<file path="src/rtl/kpvf_pkg.sv">
package kpvf_pkg;

  // payload and state widths
  localparam int VALUE_WIDTH = 32;
  localparam int COV_WIDTH   = 48;
  localparam int TS_W        = 21;
  localparam int AV_W        = 31;
  localparam int Z_W         = 32;
  localparam int R_W         = 31;
  localparam int OUT_W       = 32;
  localparam int CFG_IDX_W   = 2;
  localparam int CFG_DATA_W  = 31;
  // dt^4 >> 32 is the widest power of the time step
  localparam int DT_W        = 4 * TS_W - 32;
  localparam int Y_W         = ((VALUE_WIDTH > Z_W) ? VALUE_WIDTH : Z_W) + 1;
  localparam int IN_DATA_W   = 64;
  localparam int OUT_DATA_W  = 64;

  localparam logic [CFG_IDX_W-1:0] CFG_TIME_STEP = CFG_IDX_W'(0);
  localparam logic [CFG_IDX_W-1:0] CFG_ACCEL_VAR = CFG_IDX_W'(1);
  localparam logic [TS_W-1:0]      TS_RESET      = TS_W'(6554);
  localparam logic [AV_W-1:0]      AV_RESET      = AV_W'(65536);

  localparam logic OPC_MEASURE = 1'b0;
  localparam logic OPC_CLEAR   = 1'b1;

  // micro-program
  localparam int STEP_W = 4;
  localparam logic [STEP_W-1:0] STEP_LAST_PREDICT = STEP_W'(9);
  localparam logic [STEP_W-1:0] STEP_LAST         = STEP_W'(14);

  typedef enum logic {K_MUL, K_DIV} kind_t;

  typedef enum logic [3:0] {
    S_D, S_D2, S_Q, S_DT2, S_DT3, S_DT4, S_POS, S_VEL, S_PAA, S_PAV, S_PVV, S_Y
  } src_t;

  typedef enum logic [2:0] {
    D_DT2, D_DT3, D_DT4, D_POS, D_VEL, D_PAA, D_PAV, D_PVV
  } dst_t;

  typedef enum logic [2:0] {SH0, SH16, SH24, SH25, SH26, SH32} shift_t;

  typedef enum logic [1:0] {W64, WVAL, WCOV, W32} width_t;

  typedef struct packed {
    kind_t  kind;
    src_t   a;
    src_t   b;
    shift_t sh;
    width_t wu;
    logic   neg;
    dst_t   dst;
  } op_t;

  typedef struct packed {
    logic load_in;
    logic clear_state;
    logic op_start;
    op_t  op;
    logic calc_ys;
    logic out_load;
    logic out_skip;
  } dp_cmd_t;

  typedef struct packed {
    logic op_done;
    logic ts_zero;
    logic s_pos;
  } dp_stat_t;

  function automatic op_t prog_op(input logic [STEP_W-1:0] idx);
    op_t o;
    begin
      case (idx)
        4'd0:    o = '{K_MUL, S_D,   S_D,   SH0,  W64,  1'b0, D_DT2};
        4'd1:    o = '{K_MUL, S_DT2, S_D,   SH16, W64,  1'b0, D_DT3};
        4'd2:    o = '{K_MUL, S_DT3, S_D,   SH16, W64,  1'b0, D_DT4};
        4'd3:    o = '{K_MUL, S_VEL, S_D,   SH16, WVAL, 1'b0, D_POS};
        4'd4:    o = '{K_MUL, S_PAV, S_D2,  SH16, WCOV, 1'b0, D_PAA};
        4'd5:    o = '{K_MUL, S_PVV, S_DT2, SH32, WCOV, 1'b0, D_PAA};
        4'd6:    o = '{K_MUL, S_Q,   S_DT4, SH26, WCOV, 1'b0, D_PAA};
        4'd7:    o = '{K_MUL, S_PVV, S_D,   SH16, WCOV, 1'b0, D_PAV};
        4'd8:    o = '{K_MUL, S_Q,   S_DT3, SH25, WCOV, 1'b0, D_PAV};
        4'd9:    o = '{K_MUL, S_Q,   S_DT2, SH24, WCOV, 1'b0, D_PVV};
        4'd10:   o = '{K_DIV, S_PAA, S_Y,   SH0,  W64,  1'b0, D_POS};
        4'd11:   o = '{K_DIV, S_PAV, S_Y,   SH0,  W64,  1'b0, D_VEL};
        4'd12:   o = '{K_DIV, S_PAV, S_PAV, SH0,  WCOV, 1'b1, D_PVV};
        4'd13:   o = '{K_DIV, S_PAV, S_PAA, SH0,  WCOV, 1'b1, D_PAV};
        4'd14:   o = '{K_DIV, S_PAA, S_PAA, SH0,  WCOV, 1'b1, D_PAA};
        default: o = '{K_MUL, S_D,   S_D,   SH0,  W64,  1'b0, D_DT2};
      endcase
      return o;
    end
  endfunction

endpackage

</file>
<file path="src/rtl/kpvf_ctrl.sv">
module kpvf_ctrl import kpvf_pkg::*; (
  input  logic     clk,
  input  logic     rst,
  input  logic     in_valid,
  output logic     in_ready,
  input  logic     in_opcode,
  output logic     out_valid,
  input  logic     out_ready,
  output dp_cmd_t  cmd,
  input  dp_stat_t stat
);

  typedef enum logic [5:0] {
    ST_IDLE   = 6'b000001,
    ST_ISSUE  = 6'b000010,
    ST_RUN    = 6'b000100,
    ST_YS     = 6'b001000,
    ST_CHECK  = 6'b010000,
    ST_FINISH = 6'b100000
  } state_t;

  state_t            state, state_next;
  logic [STEP_W-1:0] step, step_next;
  logic              skip, skip_next;
  logic              accept, slot_free;

  assign in_ready  = (state == ST_IDLE);
  assign accept    = in_valid && in_ready;
  assign slot_free = !out_valid || out_ready;

  always_comb begin
    state_next = state;
    step_next  = step;
    skip_next  = skip;
    cmd        = '0;
    cmd.op     = prog_op(step);
    cmd.out_skip = skip;
    case (state)
      ST_IDLE: begin
        if (accept) begin
          cmd.load_in = 1'b1;
          step_next   = '0;
          skip_next   = 1'b0;
          if (in_opcode == OPC_CLEAR) begin
            cmd.clear_state = 1'b1;
            state_next = ST_FINISH;
          end else if (stat.ts_zero) begin
            skip_next  = 1'b1;
            state_next = ST_FINISH;
          end else begin
            state_next = ST_ISSUE;
          end
        end
      end
      ST_ISSUE: begin
        cmd.op_start = 1'b1;
        state_next   = ST_RUN;
      end
      ST_RUN: begin
        if (stat.op_done) begin
          if (step == STEP_LAST_PREDICT) begin
            state_next = ST_YS;
          end else if (step == STEP_LAST) begin
            state_next = ST_FINISH;
          end else begin
            step_next  = step + STEP_W'(1);
            state_next = ST_ISSUE;
          end
        end
      end
      ST_YS: begin
        cmd.calc_ys = 1'b1;
        state_next  = ST_CHECK;
      end
      ST_CHECK: begin
        if (stat.s_pos) begin
          step_next  = step + STEP_W'(1);
          state_next = ST_ISSUE;
        end else begin
          state_next = ST_FINISH;
        end
      end
      ST_FINISH: begin
        if (slot_free) begin
          cmd.out_load = 1'b1;
          state_next   = ST_IDLE;
        end
      end
      default: state_next = ST_IDLE;
    endcase
  end

  always_ff @(posedge clk) begin
    if (rst) begin
      state     <= ST_IDLE;
      step      <= '0;
      skip      <= 1'b0;
      out_valid <= 1'b0;
    end else begin
      state <= state_next;
      step  <= step_next;
      skip  <= skip_next;
      if (cmd.out_load) out_valid <= 1'b1;
      else if (out_ready) out_valid <= 1'b0;
    end
  end

endmodule

</file>
<file path="config.mk">
export PLATFORM = sky130hd
export DESIGN_NAME = kpvf_ctrl
export DESIGN_NICKNAME = d
export VERILOG_FILES = /design/src/rtl/kpvf_pkg.sv /design/src/rtl/kpvf_ctrl.sv
export SDC_FILE = /design/constraint.sdc
export NUM_CORES = 1
export LEC_CHECK = 0
export ABC_AREA = 1
export BUFFER_PORTS_ARGS = -buffer_cell sky130_fd_sc_hd__buf_2
export CORE_MARGIN = 3
export CORE_UTILIZATION = 29
export DETAILED_ROUTE_END_ITERATION = 7
export SYNTH_ARGS = -nofsm -noshare
export SYNTH_HDL_FRONTEND = slang
export SYNTH_SLANG_ARGS = --single-unit
</file>
<file path="constraint.sdc">
create_clock -name clk -period 5.6 [get_ports clk]
set_input_delay 0.28 -clock clk [delete_from_list [all_inputs] [get_ports clk]]
set_output_delay 0.28 -clock clk [all_outputs]
set_load 0.05 [all_outputs]
</file>
==> results of run 1 <==
## tightest hold or removal path, stage by stage
cell and delay, ps:
buf_2 100, nand3_1 70, a21oi_1 50
## logic make-up after synthesis
family,count (synthesis),share of synthesized area [%]
buf+inv,38,10.6
flops,29,38.8
compound gates,10,4.10
simple gates,114,41.1
fa+ha+maj,5,4.18
xor+xnor,2,1.17
## power by group through the flow
stage | Clock, W | Sequential, W | Combinational, W
global route | 0.000238 | 0.000270 | 0.000388
CTS | 0.000227 | 0.000265 | 0.000358
global placement | 0 | 0.000269 | 0.000358
finish | 0.000222 | 0.000265 | 0.000355
detailed placement | 0 | 0.000269 | 0.000356
floorplan | 0 | 0.000382 | 0.000178
## sequential cells by signal (all words and copies together) (netlist names)
name       cells
state          6
skip           1
out_valid      1
step           4
cmd           17
## worst max-delay path by stage
stage	start	cells past startpoint	to	slack [ps]
after floorplan	state[2]	5	cmd[22]	3020
after global placement	step[0]	16	cmd[19]	3380
after detailed placement	step[0]	16	cmd[19]	3300
after CTS	step[0]	16	cmd[19]	3270
after global routing	step[0]	16	cmd[19]	2980
final	step[0]	16	cmd[19]	3270
## area by class of cell
class,instances,area (um2)
Clock inverter,1,30.0
Fill cell,512,3020
Clock buffer,7,86.3
Sequential cell,29,581
Timing Repair Buffer,33,165
Inverter,34,129
Multi-Input combinational cell,131,756
Tap cell,67,83.8
## cell usage after synthesis
| cell | number |
|---|---|
| a21oi_1 | 5 |
| buf_4 | 2 |
| buf_6 | 1 |
| clkbuf_1 | 1 |
| clkinv_2 | 1 |
| dfxtp_1 | 29 |
| ha_1 | 5 |
| inv_1 | 28 |
| inv_2 | 5 |
| nand2_1 | 39 |
| nand2_2 | 4 |
| nand2_4 | 4 |
| nand3_1 | 21 |
| nand3_2 | 4 |
| nand3_4 | 1 |
| nand3b_1 | 1 |
| nand4_1 | 7 |
| nor2_1 | 19 |
| nor2_2 | 5 |
| nor2_4 | 3 |
| nor2_8 | 1 |
| nor3_1 | 3 |
| nor4_1 | 2 |
| o21ai_0 | 1 |
| o21ai_2 | 1 |
| o221ai_1 | 1 |
| o22ai_1 | 1 |
| o31ai_1 | 1 |
| xor2_1 | 2 |
## routing by layer
metal  GRT usage [%]  vias to the layer above
met5               0                        -
met4            5.69                        0
met3            3.83                        6
met2            17.1                       26
met1            13.2                      583
li1                -                      698
## cell usage in the layout, fill, tap and decap left out
| cell | synthesis | layout |
|---|---|---|
| o221ai_1 | 1 | 1 |
| nor2_4 | 3 | 3 |
| clkbuf_1 | 1 | 1 |
| ha_1 | 5 | 5 |
| nand2_1 | 39 | 39 |
| nand3_2 | 4 | 4 |
| bufinv_16 | 0 | 1 |
| nor2_2 | 5 | 5 |
| nand4_1 | 7 | 7 |
| a21oi_1 | 5 | 5 |
| clkinv_2 | 1 | 1 |
| buf_2 | 0 | 33 |
| clkbuf_8 | 0 | 6 |
| nand3_4 | 1 | 1 |
| nand3b_1 | 1 | 1 |
| dfxtp_1 | 29 | 29 |
| nor2_8 | 1 | 1 |
| o21ai_2 | 1 | 1 |
| nand2_2 | 4 | 4 |
| nor4_1 | 2 | 2 |
| o21ai_0 | 1 | 1 |
| inv_2 | 5 | 5 |
| nor2_1 | 19 | 19 |
| xor2_1 | 2 | 2 |
| nand3_1 | 21 | 21 |
| nor3_1 | 3 | 3 |
| o31ai_1 | 1 | 1 |
| o22ai_1 | 1 | 1 |
| nand2_4 | 4 | 4 |
| inv_1 | 28 | 28 |
## stage by stage
| step | utilization (%) | worst slack [ps] |
|---|---|---|
| 2_1_floorplan | - | 3020 |
| 3_3_place_gp | 35.4 | 3380 |
| 3_5_place_dp | 35.4 | 3300 |
| 4_1_cts | 37.8 | 3270 |
| 5_1_grt | 37.8 | 2980 |
| 6_report | 37.8 | 3270 |
==> metrics.csv, run 1 <==
stage,metric,value,unit
pwr,Pwr Total,0.000841,W
timing,worst clock skew,5.37,ps
detailed_routing,metal3 WL,157,um
cts,"Reg clk slew, reported paths",60,ps
place,post-DP HPWL,2370,um
logic_synthesis,"top cells by area, synth","dfxtp_1 (39%), nand2_1 (9.8%), inv_1 (7.0%)",
finish,share of layout cells above drive strength 1,29.4,%
timing,Fin. Hold Viols,0,
timing,crit path time final,2330,ps
detailed_routing,DRC Markers,0,
logic_synthesis,sequential fraction of the synthesis area,38.8,%
pwr,power per cell area,459,nW/um2
global_routing,first-pass GRT wire length,5350,um
detailed_routing,drt pass-1 iters,4,
detailed_routing,top layer in use,met4,
logic_synthesis,top-area cell type share of the netlist area,38.8,%
cts,Num Clock Sinks,29,
setup_path,reg-to-reg startpoint,step[0],
timing,Setup TNS,0,ps
place,placed cell areas,1710,um2
cts,CTS buffer count,5,
setup_path,RR Endpoint,cmd[19],
setup_path,CP most frequent cell,nand2_1,
timing,max_slew headroom,74.0,%
setup_path,startpoint types,flop,
pwr,Clock power frac,26.3,%
die,die area,6050,um2
setup_path,worst r2r path cells,16,
detailed_routing,vias,1313,
finish,Post-Layout Cell Count,302,
hold_path,worst hold endpoint,skip,
setup_path,flop-to-flop setup slack,3270,ps
cts,CTS tree,yes,
pwr,sequential fraction of design power,31.5,%
place,Placer Congestion,0.799,
detailed_routing,vias per cell,4.35,
pwr,Psw,0.000364,W
die,IO Pins,34,
cts,Root Buffer,clkbuf_8,
setup_path,Crit Path Max Fanout,8,
status,status,finished clean,
die,Core ar.,4850,um2
logic_synthesis,"Net Count, Synth",211,
setup_path,"Worst Path Class, Setup",flop to flop,
logic_synthesis,"Cell Area, Synth",1500,um2
setup_path,Worst path slowest cell,dfxtp_1,
logic_synthesis,"Distinct cells, synth",29,
cts,Post-CTS Setup Bufs,0,
logic_synthesis,syn_area_per_cell,7.55,um2
detailed_routing,Iter 0 DRT Violations,53,
finish,# diodes,0,
pwr,logic gate share of total power,42.2,%
setup_path,CP required,5820,ps
setup_path,Setup crit end kind,flop,
logic_synthesis,leading area contributor after synthesis,dfxtp_1,
setup_path,crit path cell chain,"inv_1, ha_1, nand3_1, nand2_1, nand2_1, nand2_1, nor2_4, nand3_1, nand3_2, clkinv_2, ha_1, inv_1, nand4_1, inv_1, nand2_1, nand3_1",
setup_path,CP max stage delay,390,ps
global_routing,initial antenna violation count,0,
timing,Slew @ Worst Pin,386,ps
place,post-placement cell count,294,
cts,Bufs on Longest Clock Path,2,
cts,Worst-Skew Late Latency,280,ps
die,Starting Density,30.8,%
timing,Max Clock Freq,429,MHz
finish,"Design Area, Final",1830,um2
place,PortBufs,33,
pwr,Peak VDD IR,131,uV
detailed_routing,Detailed Route WL,3040,um
finish,P&R area growth vs syn,22.4,%
hold_path,Hold Path Class,input port to flop,
global_routing,vias in the first global route,1258,
pwr,Internal,0.000477,W
detailed_routing,DRT met1 WL,1440,um
die,Die Span Y,77.8,um
timing,Final Cycle Share,41.7,%
die,num rows,25,
setup_path,critical path's top delay family,simple AND/OR/NAND/NOR gates,
setup_path,"Arr. time, crit path",2550,ps
die,die width,77.8,um
timing,final hold slack,274,ps
cts,hold-fix buffers at CTS,0,
timing,count of final setup violators,0,
logic_synthesis,Synth Warn #,0,
detailed_routing,Antenna Violating Nets Remaining,0,
global_routing,GRT Util Overall,11.0,%
detailed_routing,routed wire length on met2,1370,um
timing,RSZ-0062 raised after global routing,false,
global_routing,gr ovfl total,0,
pwr,sw frac,43.3,%
logic_synthesis,Cells after Synth,198,
setup_path,Worst Path Buf+Inv,4,
flow_run,maxcap violations,0,
logic_synthesis,"flops & latches, synth",29,
timing,count of pins over their slew limit,0,
global_routing,largest net degree at the start of global routing,13,
pwr,Leak,0.966,nW
detailed_routing,WL/cell,10.1,um
hold_path,worst min-delay path startpoint,stat[1],
cts,CTS H-tree depth,2,
finish,Layout Nets,247,
cts,post_cts resized,0,
hold_path,Hold Crit Depth,3,
(Power assumes the default switching activity.)
==> run 2: changes to the inputs <==
==> constraint.sdc (replaced) <==
create_clock -name clk -period 2.4 [get_ports clk]
set_input_delay 0.12 -clock clk [delete_from_list [all_inputs] [get_ports clk]]
set_output_delay 0.12 -clock clk [all_outputs]
set_load 0.05 [all_outputs]
==> metrics.csv, run 2 (same netlist as run 1, synthesis figures left out) <==
stage,metric,value,unit,change
cts,CTS tree,yes,,unchanged
hold_path,Hold Crit Depth,3,,unchanged
global_routing,GRT Util Overall,11.4,%,was 11.0%
timing,Slew @ Worst Pin,441,ps,was 386 ps
die,die width,77.8,um,unchanged
cts,Num Clock Sinks,29,,unchanged
setup_path,"Arr. time, crit path",2390,ps,was 2550 ps
setup_path,reg-to-reg startpoint,step[0],,unchanged
timing,count of final setup violators,0,,unchanged
finish,utilization after layout,39.6,%,was 37.8%
setup_path,Critical Path Stages,17,,was 16
pwr,Leak,1.01,nW,was 0.966 nW
finish,"Design Area, Final",1920,um2,was 1830 um2
detailed_routing,vias per cell,4.41,,was 4.35
cts,CTS buffer count,5,,unchanged
timing,Setup TNS,0,ps,unchanged
die,Die Span Y,77.8,um,unchanged
place,placed cell areas,1730,um2,was 1710 um2
die,Core ar.,4850,um2,unchanged
die,num rows,25,,unchanged
setup_path,Setup crit end kind,flop,,unchanged
timing,Max Clock Freq,451,MHz,was 429 MHz
detailed_routing,vias,1363,,was 1313
setup_path,CP required,2570,ps,was 5820 ps
global_routing,initial antenna violation count,0,,unchanged
finish,Fillers,490,,was 512
finish,Layout Nets,254,,was 247
setup_path,worst r2r path cells,17,,was 16
finish,Largest register FFs,17,,unchanged
global_routing,gr ovfl total,0,,unchanged
pwr,Peak VDD IR,289,uV,was 131 uV
cts,Bufs on Longest Clock Path,2,,unchanged
die,Starting Density,30.8,%,unchanged
detailed_routing,DRC Markers,0,,unchanged
setup_path,"Worst Path Class, Setup",flop to flop,,unchanged
detailed_routing,Detailed Route WL,3210,um,was 3040 um
cts,hold-fix buffers at CTS,0,,unchanged
detailed_routing,Antenna Violating Nets Remaining,0,,unchanged
setup_path,crit path launch,step[0],,unchanged
hold_path,Hold Path Class,input port to flop,,unchanged
cts,Worst-Skew Late Latency,280,ps,about the same
pwr,power per cell area,1060,nW/um2,was 459 nW/um2
finish,share of layout cells above drive strength 1,34.7,%,was 29.4%
finish,"most common cell after layout, fill and taps aside",nand2_1,,unchanged
global_routing,largest net degree at the start of global routing,13,,unchanged
status,status,finished clean,,unchanged
detailed_routing,Iter 0 DRT Violations,83,,was 53
place,Placer Congestion,0.833,,was 0.799
timing,crit path time final,2220,ps,was 2330 ps
flow_run,maxcap violations,0,,unchanged
cts,"Reg clk slew, reported paths",60,ps,about the same
cts,CTS H-tree depth,2,,unchanged
setup_path,startpoint types,flop,,unchanged
setup_path,Worst Path Buf+Inv,4,,unchanged
finish,Multi-input gate area,786,um2,was 756 um2
detailed_routing,WL/cell,10.4,um,was 10.1 um
timing,Fin. Hold Viols,0,,unchanged
die,die area,6050,um2,unchanged
setup_path,Crit Path Max Fanout,6,,was 8
finish,most frequent cells in the layout,"nand2_1 (37), buf_2 (33), inv_1 (27), dfxtp_1 (27), nand3_1 (19)",,"was nand2_1 (39), buf_2 (33), dfxtp_1 (29), inv_1 (28), nand3_1 (21)"
setup_path,crit path cell chain,"inv_1, ha_1, nand3_1, nand2_1, nand2_1, nand2_1, nor2_4, nand2_4, nand2_2, nand3_4, inv_4, ha_1, inv_1, nand4_1, inv_2, nand2_2, nand3_1",,"was inv_1, ha_1, nand3_1, nand2_1, nand2_1, nand2_1, nor2_4, nand3_1, nand3_2, clkinv_2, ha_1, inv_1, nand4_1, inv_1, nand2_1, nand3_1"
detailed_routing,drt pass-1 iters,4,,unchanged
setup_path,critical path's top delay family,simple AND/OR/NAND/NOR gates,,unchanged
global_routing,first-pass GRT wire length,5540,um,was 5350 um
global_routing,vias in the first global route,1265,,was 1258
finish,P&R area growth vs syn,28.3,%,was 22.4%
timing,worst clock skew,10.1,ps,was 5.37 ps
finish,FF/Latch Area,583,um2,was 581 um2
finish,# diodes,0,,unchanged
pwr,Pwr Total,0.00203,W,was 0.000841 W
setup_path,Worst path slowest cell,dfxtp_2,,was dfxtp_1
place,post-DP HPWL,2400,um,was 2370 um
timing,Final Cycle Share,92.4,%,was 41.7%
die,IO Pins,34,,unchanged
setup_path,CP most frequent cell,nand2_1,,unchanged
timing,max_slew headroom,70.3,%,was 74.0%
timing,final hold slack,116,ps,was 274 ps
setup_path,CP max stage delay,350,ps,was 390 ps
cts,Root Buffer,clkbuf_8,,unchanged
place,PortBufs,33,,unchanged
hold_path,worst min-delay path startpoint,stat[1],,unchanged
timing,count of pins over their slew limit,0,,unchanged
run 2: worst paths after layout:
check            end  slack [ps]
max reg2reg  cmd[19]         180
min reg2reg     skip         470
min             skip         120
max          cmd[19]         180
run 2: per-layer routing:
layer / GRT usage [%] / wire length (um)
met1: 14.9 / 1510
met2: 17.5 / 1500
met3: 3.02 / 140
met4: 4.98 / 61
met5: 0 / 0
run 2: worst min-delay path, stage by stage:
cell	delay, ps
buf_2	100
nand3_1	70
a21oi_1	50
run 2: power breakdown:
part / switching (W) / leakage, nW / total [W] / internal [W]
combinational: 0.000653 / 0.710 / 0.000888 / 0.000234
sequential: 0.0000439 / 0.238 / 0.000624 / 0.000581
clock: 0.000177 / 0.0585 / 0.000515 / 0.000338
total: 0.000874 / 1.01 / 0.00203 / 0.00115
run 2: stage by stage:
stage | cells | setup WS [ps]
after global placement | 296 | 186
after global routing | 309 | -46.6
final | 309 | 183
after CTS | 304 | 107
after floorplan | 198 | 118
after detailed placement | 296 | 104
run 2: layout make-up:
| cell class | count | share of cell area [%] |
|---|---|---|
| clock buffers | 7 | 4.50 |
| clock inverters | 1 | 1.57 |
| inverters | 34 | 6.85 |
| multi-input cells | 131 | 41.0 |
| flip-flops and latches | 29 | 30.4 |
| well taps | 67 | 4.37 |
| repair buffers | 40 | 11.4 |
run 2: what timing repair did:
action | CTS | global route
endpoints found under the setup margin | 0 | 7
setup buffers | 0 | 5
hold endpoints to repair | 0 | 0
resized for setup | 0 | 10
==> run 3: changes to the inputs <==
--- a/config.mk
+++ b/config.mk
@@ -5,7 +5,6 @@
 export SDC_FILE = /design/constraint.sdc
 export NUM_CORES = 1
 export LEC_CHECK = 0
-export ABC_AREA = 1
 export BUFFER_PORTS_ARGS = -buffer_cell sky130_fd_sc_hd__buf_2
 export CORE_MARGIN = 3
 export CORE_UTILIZATION = 29
==> metrics.csv, run 3 <==
stage,metric,value,unit,change
global_routing,initial antenna violation count,0,,unchanged
timing,count of final setup violators,17,,was 0
pwr,power per cell area,490,nW/um2,was 1060 nW/um2
flow_run,maxcap violations,0,,unchanged
cts,Root Buffer,clkbuf_8,,unchanged
logic_synthesis,top-area cell type share of the netlist area,38.0,%,was 38.8%
timing,count of pins over their slew limit,0,,unchanged
logic_synthesis,multiplexer area fraction after synthesis,0.984,%,was 0%
setup_path,reg-to-reg startpoint,step[1],,was step[0]
finish,most frequent cells in the layout,"buf_4 (43), buf_2 (33), dfxtp_1 (27), buf_6 (12), nor2_1 (11)",,"was nand2_1 (37), buf_2 (33), inv_1 (27), dfxtp_1 (27), nand3_1 (19)"
timing,PnR worst setup slack,-148,ps,was 183 ps
logic_synthesis,post-synthesis xor/xnor area fraction,0.574,%,was 1.17%
die,Starting Density,31.1,%,was 30.8%
finish,"most common cell after layout, fill and taps aside",buf_4,,was nand2_1
cts,Num Clock Sinks,29,,unchanged
logic_synthesis,ys async rst share,0,%,unchanged
die,Core ar.,4910,um2,was 4850 um2
status,status,"complete, but fails checks",,was finished clean
pwr,Pwr Total,0.00124,W,was 0.00203 W
detailed_routing,Detailed Route WL,4470,um,was 3210 um
timing,Max Clock Freq,393,MHz,was 451 MHz
pwr,Leak,1.09,nW,was 1.01 nW
timing,Final Cycle Share,106,%,was 92.4%
logic_synthesis,"Cell Area, Synth",1530,um2,was 1500 um2
logic_synthesis,Synth Area in Simple Gates,27.8,%,was 41.1%
timing,worst clock skew,6.18,ps,was 10.1 ps
setup_path,RR Endpoint,cmd[19],,unchanged
timing,max_slew headroom,67.2,%,was 70.3%
logic_synthesis,Post-Synth Adder-Cell Area,4.10,%,was 4.18%
detailed_routing,WL/cell,13.6,um,was 10.4 um
finish,share of layout cells above drive strength 1,58.8,%,was 34.7%
logic_synthesis,syn_area_per_cell,8.82,um2,was 7.55 um2
die,num rows,25,,unchanged
place,PortBufs,33,,unchanged
logic_synthesis,leading area contributor after synthesis,dfxtp_1,,unchanged
cts,CTS H-tree depth,2,,unchanged
global_routing,vias in the first global route,1552,,was 1265
logic_synthesis,"flops & latches, synth",29,,unchanged
timing,RSZ-0062 raised after global routing,true,,
logic_synthesis,Synth Area in Compound Gates,23.2,%,was 4.10%
logic_synthesis,Cells after Synth,173,,was 198
logic_synthesis,"top cells by count, synth","dfxtp_1 (29), a21oi_1 (13), nand2_1 (13), nor2_1 (13), nor3_1 (9)",,"was nand2_1 (39), dfxtp_1 (29), inv_1 (28), nand3_1 (21), nor2_1 (19)"
global_routing,first-pass GRT wire length,7330,um,was 5540 um
setup_path,Crit Path Max Fanout,7,,was 6
setup_path,startpoint types,flop,,unchanged
logic_synthesis,"Net Count, Synth",186,,was 211
finish,P&R area growth vs syn,65.0,%,was 28.3%
status,failing checks,negative setup slack,,
cts,CTS tree,yes,,unchanged
detailed_routing,DRC Markers,0,,unchanged
setup_path,Critical Path Sink,cmd[19],,unchanged
place,post-DP HPWL,3070,um,was 2400 um
timing,Slew @ Worst Pin,492,ps,was 441 ps
timing,crit path time final,2550,ps,was 2220 ps
global_routing,gr ovfl total,0,,unchanged
logic_synthesis,"Distinct cells, synth",53,,was 29
detailed_routing,drt pass-1 iters,4,,unchanged
finish,Layout Nets,274,,was 254
hold_path,Hold Path Class,input port to flop,,unchanged
setup_path,flop-to-flop setup slack,-150,ps,was 180 ps
cts,"Reg clk slew, reported paths",70,ps,was 60 ps
die,Die Span Y,78.6,um,was 77.8 um
setup_path,"Worst Path Class, Setup",flop to flop,,unchanged
detailed_routing,vias per cell,4.79,,was 4.41
logic_synthesis,Synth Warn #,0,,unchanged
die,die width,78.6,um,was 77.8 um
finish,# diodes,0,,unchanged
die,die area,6170,um2,was 6050 um2
finish,Largest register FFs,17,,unchanged
place,Placer Congestion,0.802,,was 0.833
setup_path,"Arr. time, crit path",2690,ps,was 2390 ps
detailed_routing,vias,1575,,was 1363
setup_path,worst r2r path cells,10,,was 17
logic_synthesis,main flop type after synthesis,dfxtp_1,,unchanged
logic_synthesis,"top cells by area, synth","dfxtp_1 (38%), a21oi_1 (4.3%), ha_1 (4.1%)",,"was dfxtp_1 (39%), nand2_1 (9.8%), inv_1 (7.0%)"
die,IO Pins,34,,unchanged
logic_synthesis,sequential fraction of the synthesis area,38.0,%,was 38.8%
detailed_routing,Antenna Violating Nets Remaining,0,,unchanged
finish,Fillers,444,,was 490
cts,hold-fix buffers at CTS,0,,unchanged
global_routing,GRT Util Overall,14.9,%,was 11.4%
setup_path,CP required,2540,ps,was 2570 ps
cts,Worst-Skew Late Latency,280,ps,about the same
timing,Fin. Hold Viols,0,,unchanged
setup_path,Setup crit end kind,flop,,unchanged
logic_synthesis,most common cell in the synthesized netlist,dfxtp_1,,was nand2_1
pwr,Peak VDD IR,200,uV,was 289 uV
setup_path,crit path launch,step[1],,was step[0]
global_routing,largest net degree at the start of global routing,24,,was 13
finish,utilization after layout,51.3,%,was 39.6%
logic_synthesis,"EDFF count, synth",0,,unchanged
detailed_routing,Iter 0 DRT Violations,94,,was 83
logic_synthesis,largest family of logic cells by synthesized area,simple AND/OR/NAND/NOR gates,,unchanged
cts,Bufs on Longest Clock Path,2,,unchanged
cts,CTS buffer count,5,,unchanged
[run 3: cell types whose count changed after synthesis, moves of 7 or more]
cell | previous run | this run
nand2b_1 | 0 | 7
a21oi_1 | 5 | 13
nand3_1 | 21 | 4
inv_1 | 28 | 7
nand2_1 | 39 | 13
[run 3: power breakdown]
group | total (W) | switching, W | internal, W
Combinational | 0.000336 | 0.000206 | 0.000130
Sequential | 0.000496 | 0.00000541 | 0.000490
Clock | 0.000403 | 0.000203 | 0.000201
Total | 0.00124 | 0.000414 | 0.000821
[run 3: critical path, cell delays in order (launching register included)]
cell      delay, ps
dfxtp_4         370
inv_2            40
ha_4            140
mux2_4          270
a21bo_1         200
a211oi_4        320
o21ai_4         170
a221o_2         520
buf_6           170
a21oi_2         130
nor4_1           60
[run 3: routing by layer]
layer | GRT usage [%] | wire [um] | vias up
li1 | - | - | 804
met1 | 20.2 | 2160 | 727
met2 | 23.3 | 2040 | 35
met3 | 2.64 | 173 | 9
met4 | 5.94 | 95 | 0
met5 | 0 | 0 | -
[run 3: stage by stage]
stage	worst slack (ps)	instances	area [um2]	hold slack [ps]	setup TNS (ps)
floorplan	-184	173	1620	327	-1460
global placement	-233	312	2160	437	-1150
detailed placement	-226	312	2160	434	-1330
CTS	-124	326	2420	143	-1570
global route	-280	329	2520	182	-3440
finish	-148	329	2520	148	-1510
[run 3: cell type report]
type / instances / area, um2 / area share [%]
Inverter: 10 / 52.6 / 2.09
Clock buffer: 5 / 68.8 / 2.73
Tap cell: 67 / 83.8 / 3.33
Clock inverter: 3 / 16.3 / 0.646
Sequential cell: 29 / 588 / 23.3
Timing Repair Buffer: 88 / 623 / 24.7
Multi-Input combinational cell: 127 / 1090 / 43.1
[run 3: what timing repair did]
item	4_1_cts	5_1_grt
setup buffers	6	3
pin swaps	17	15
setup endpoints to repair	18	19
gates resized for setup	36	20
[run 3: worst min-delay path by stage]
stage / start / endpoint / slack [ps] / cells after the start
after floorplan: rst / step[1] / 330 / 2
after global placement: out_ready / out_valid / 440 / 3
after detailed placement: out_ready / out_valid / 430 / 3
after CTS: out_ready / out_valid / 140 / 3
after global routing: out_ready / out_valid / 180 / 3
final: out_ready / out_valid / 150 / 3
[run 3: cells by family (layout without fill, tap and decap cells)]
logic type	after synthesis	after routing
xor+xnor	1	1
mux	1	1
fa+ha+maj	5	5
compound gates	45	45
flops	29	29
buf+inv	17	106
simple gates	75	75
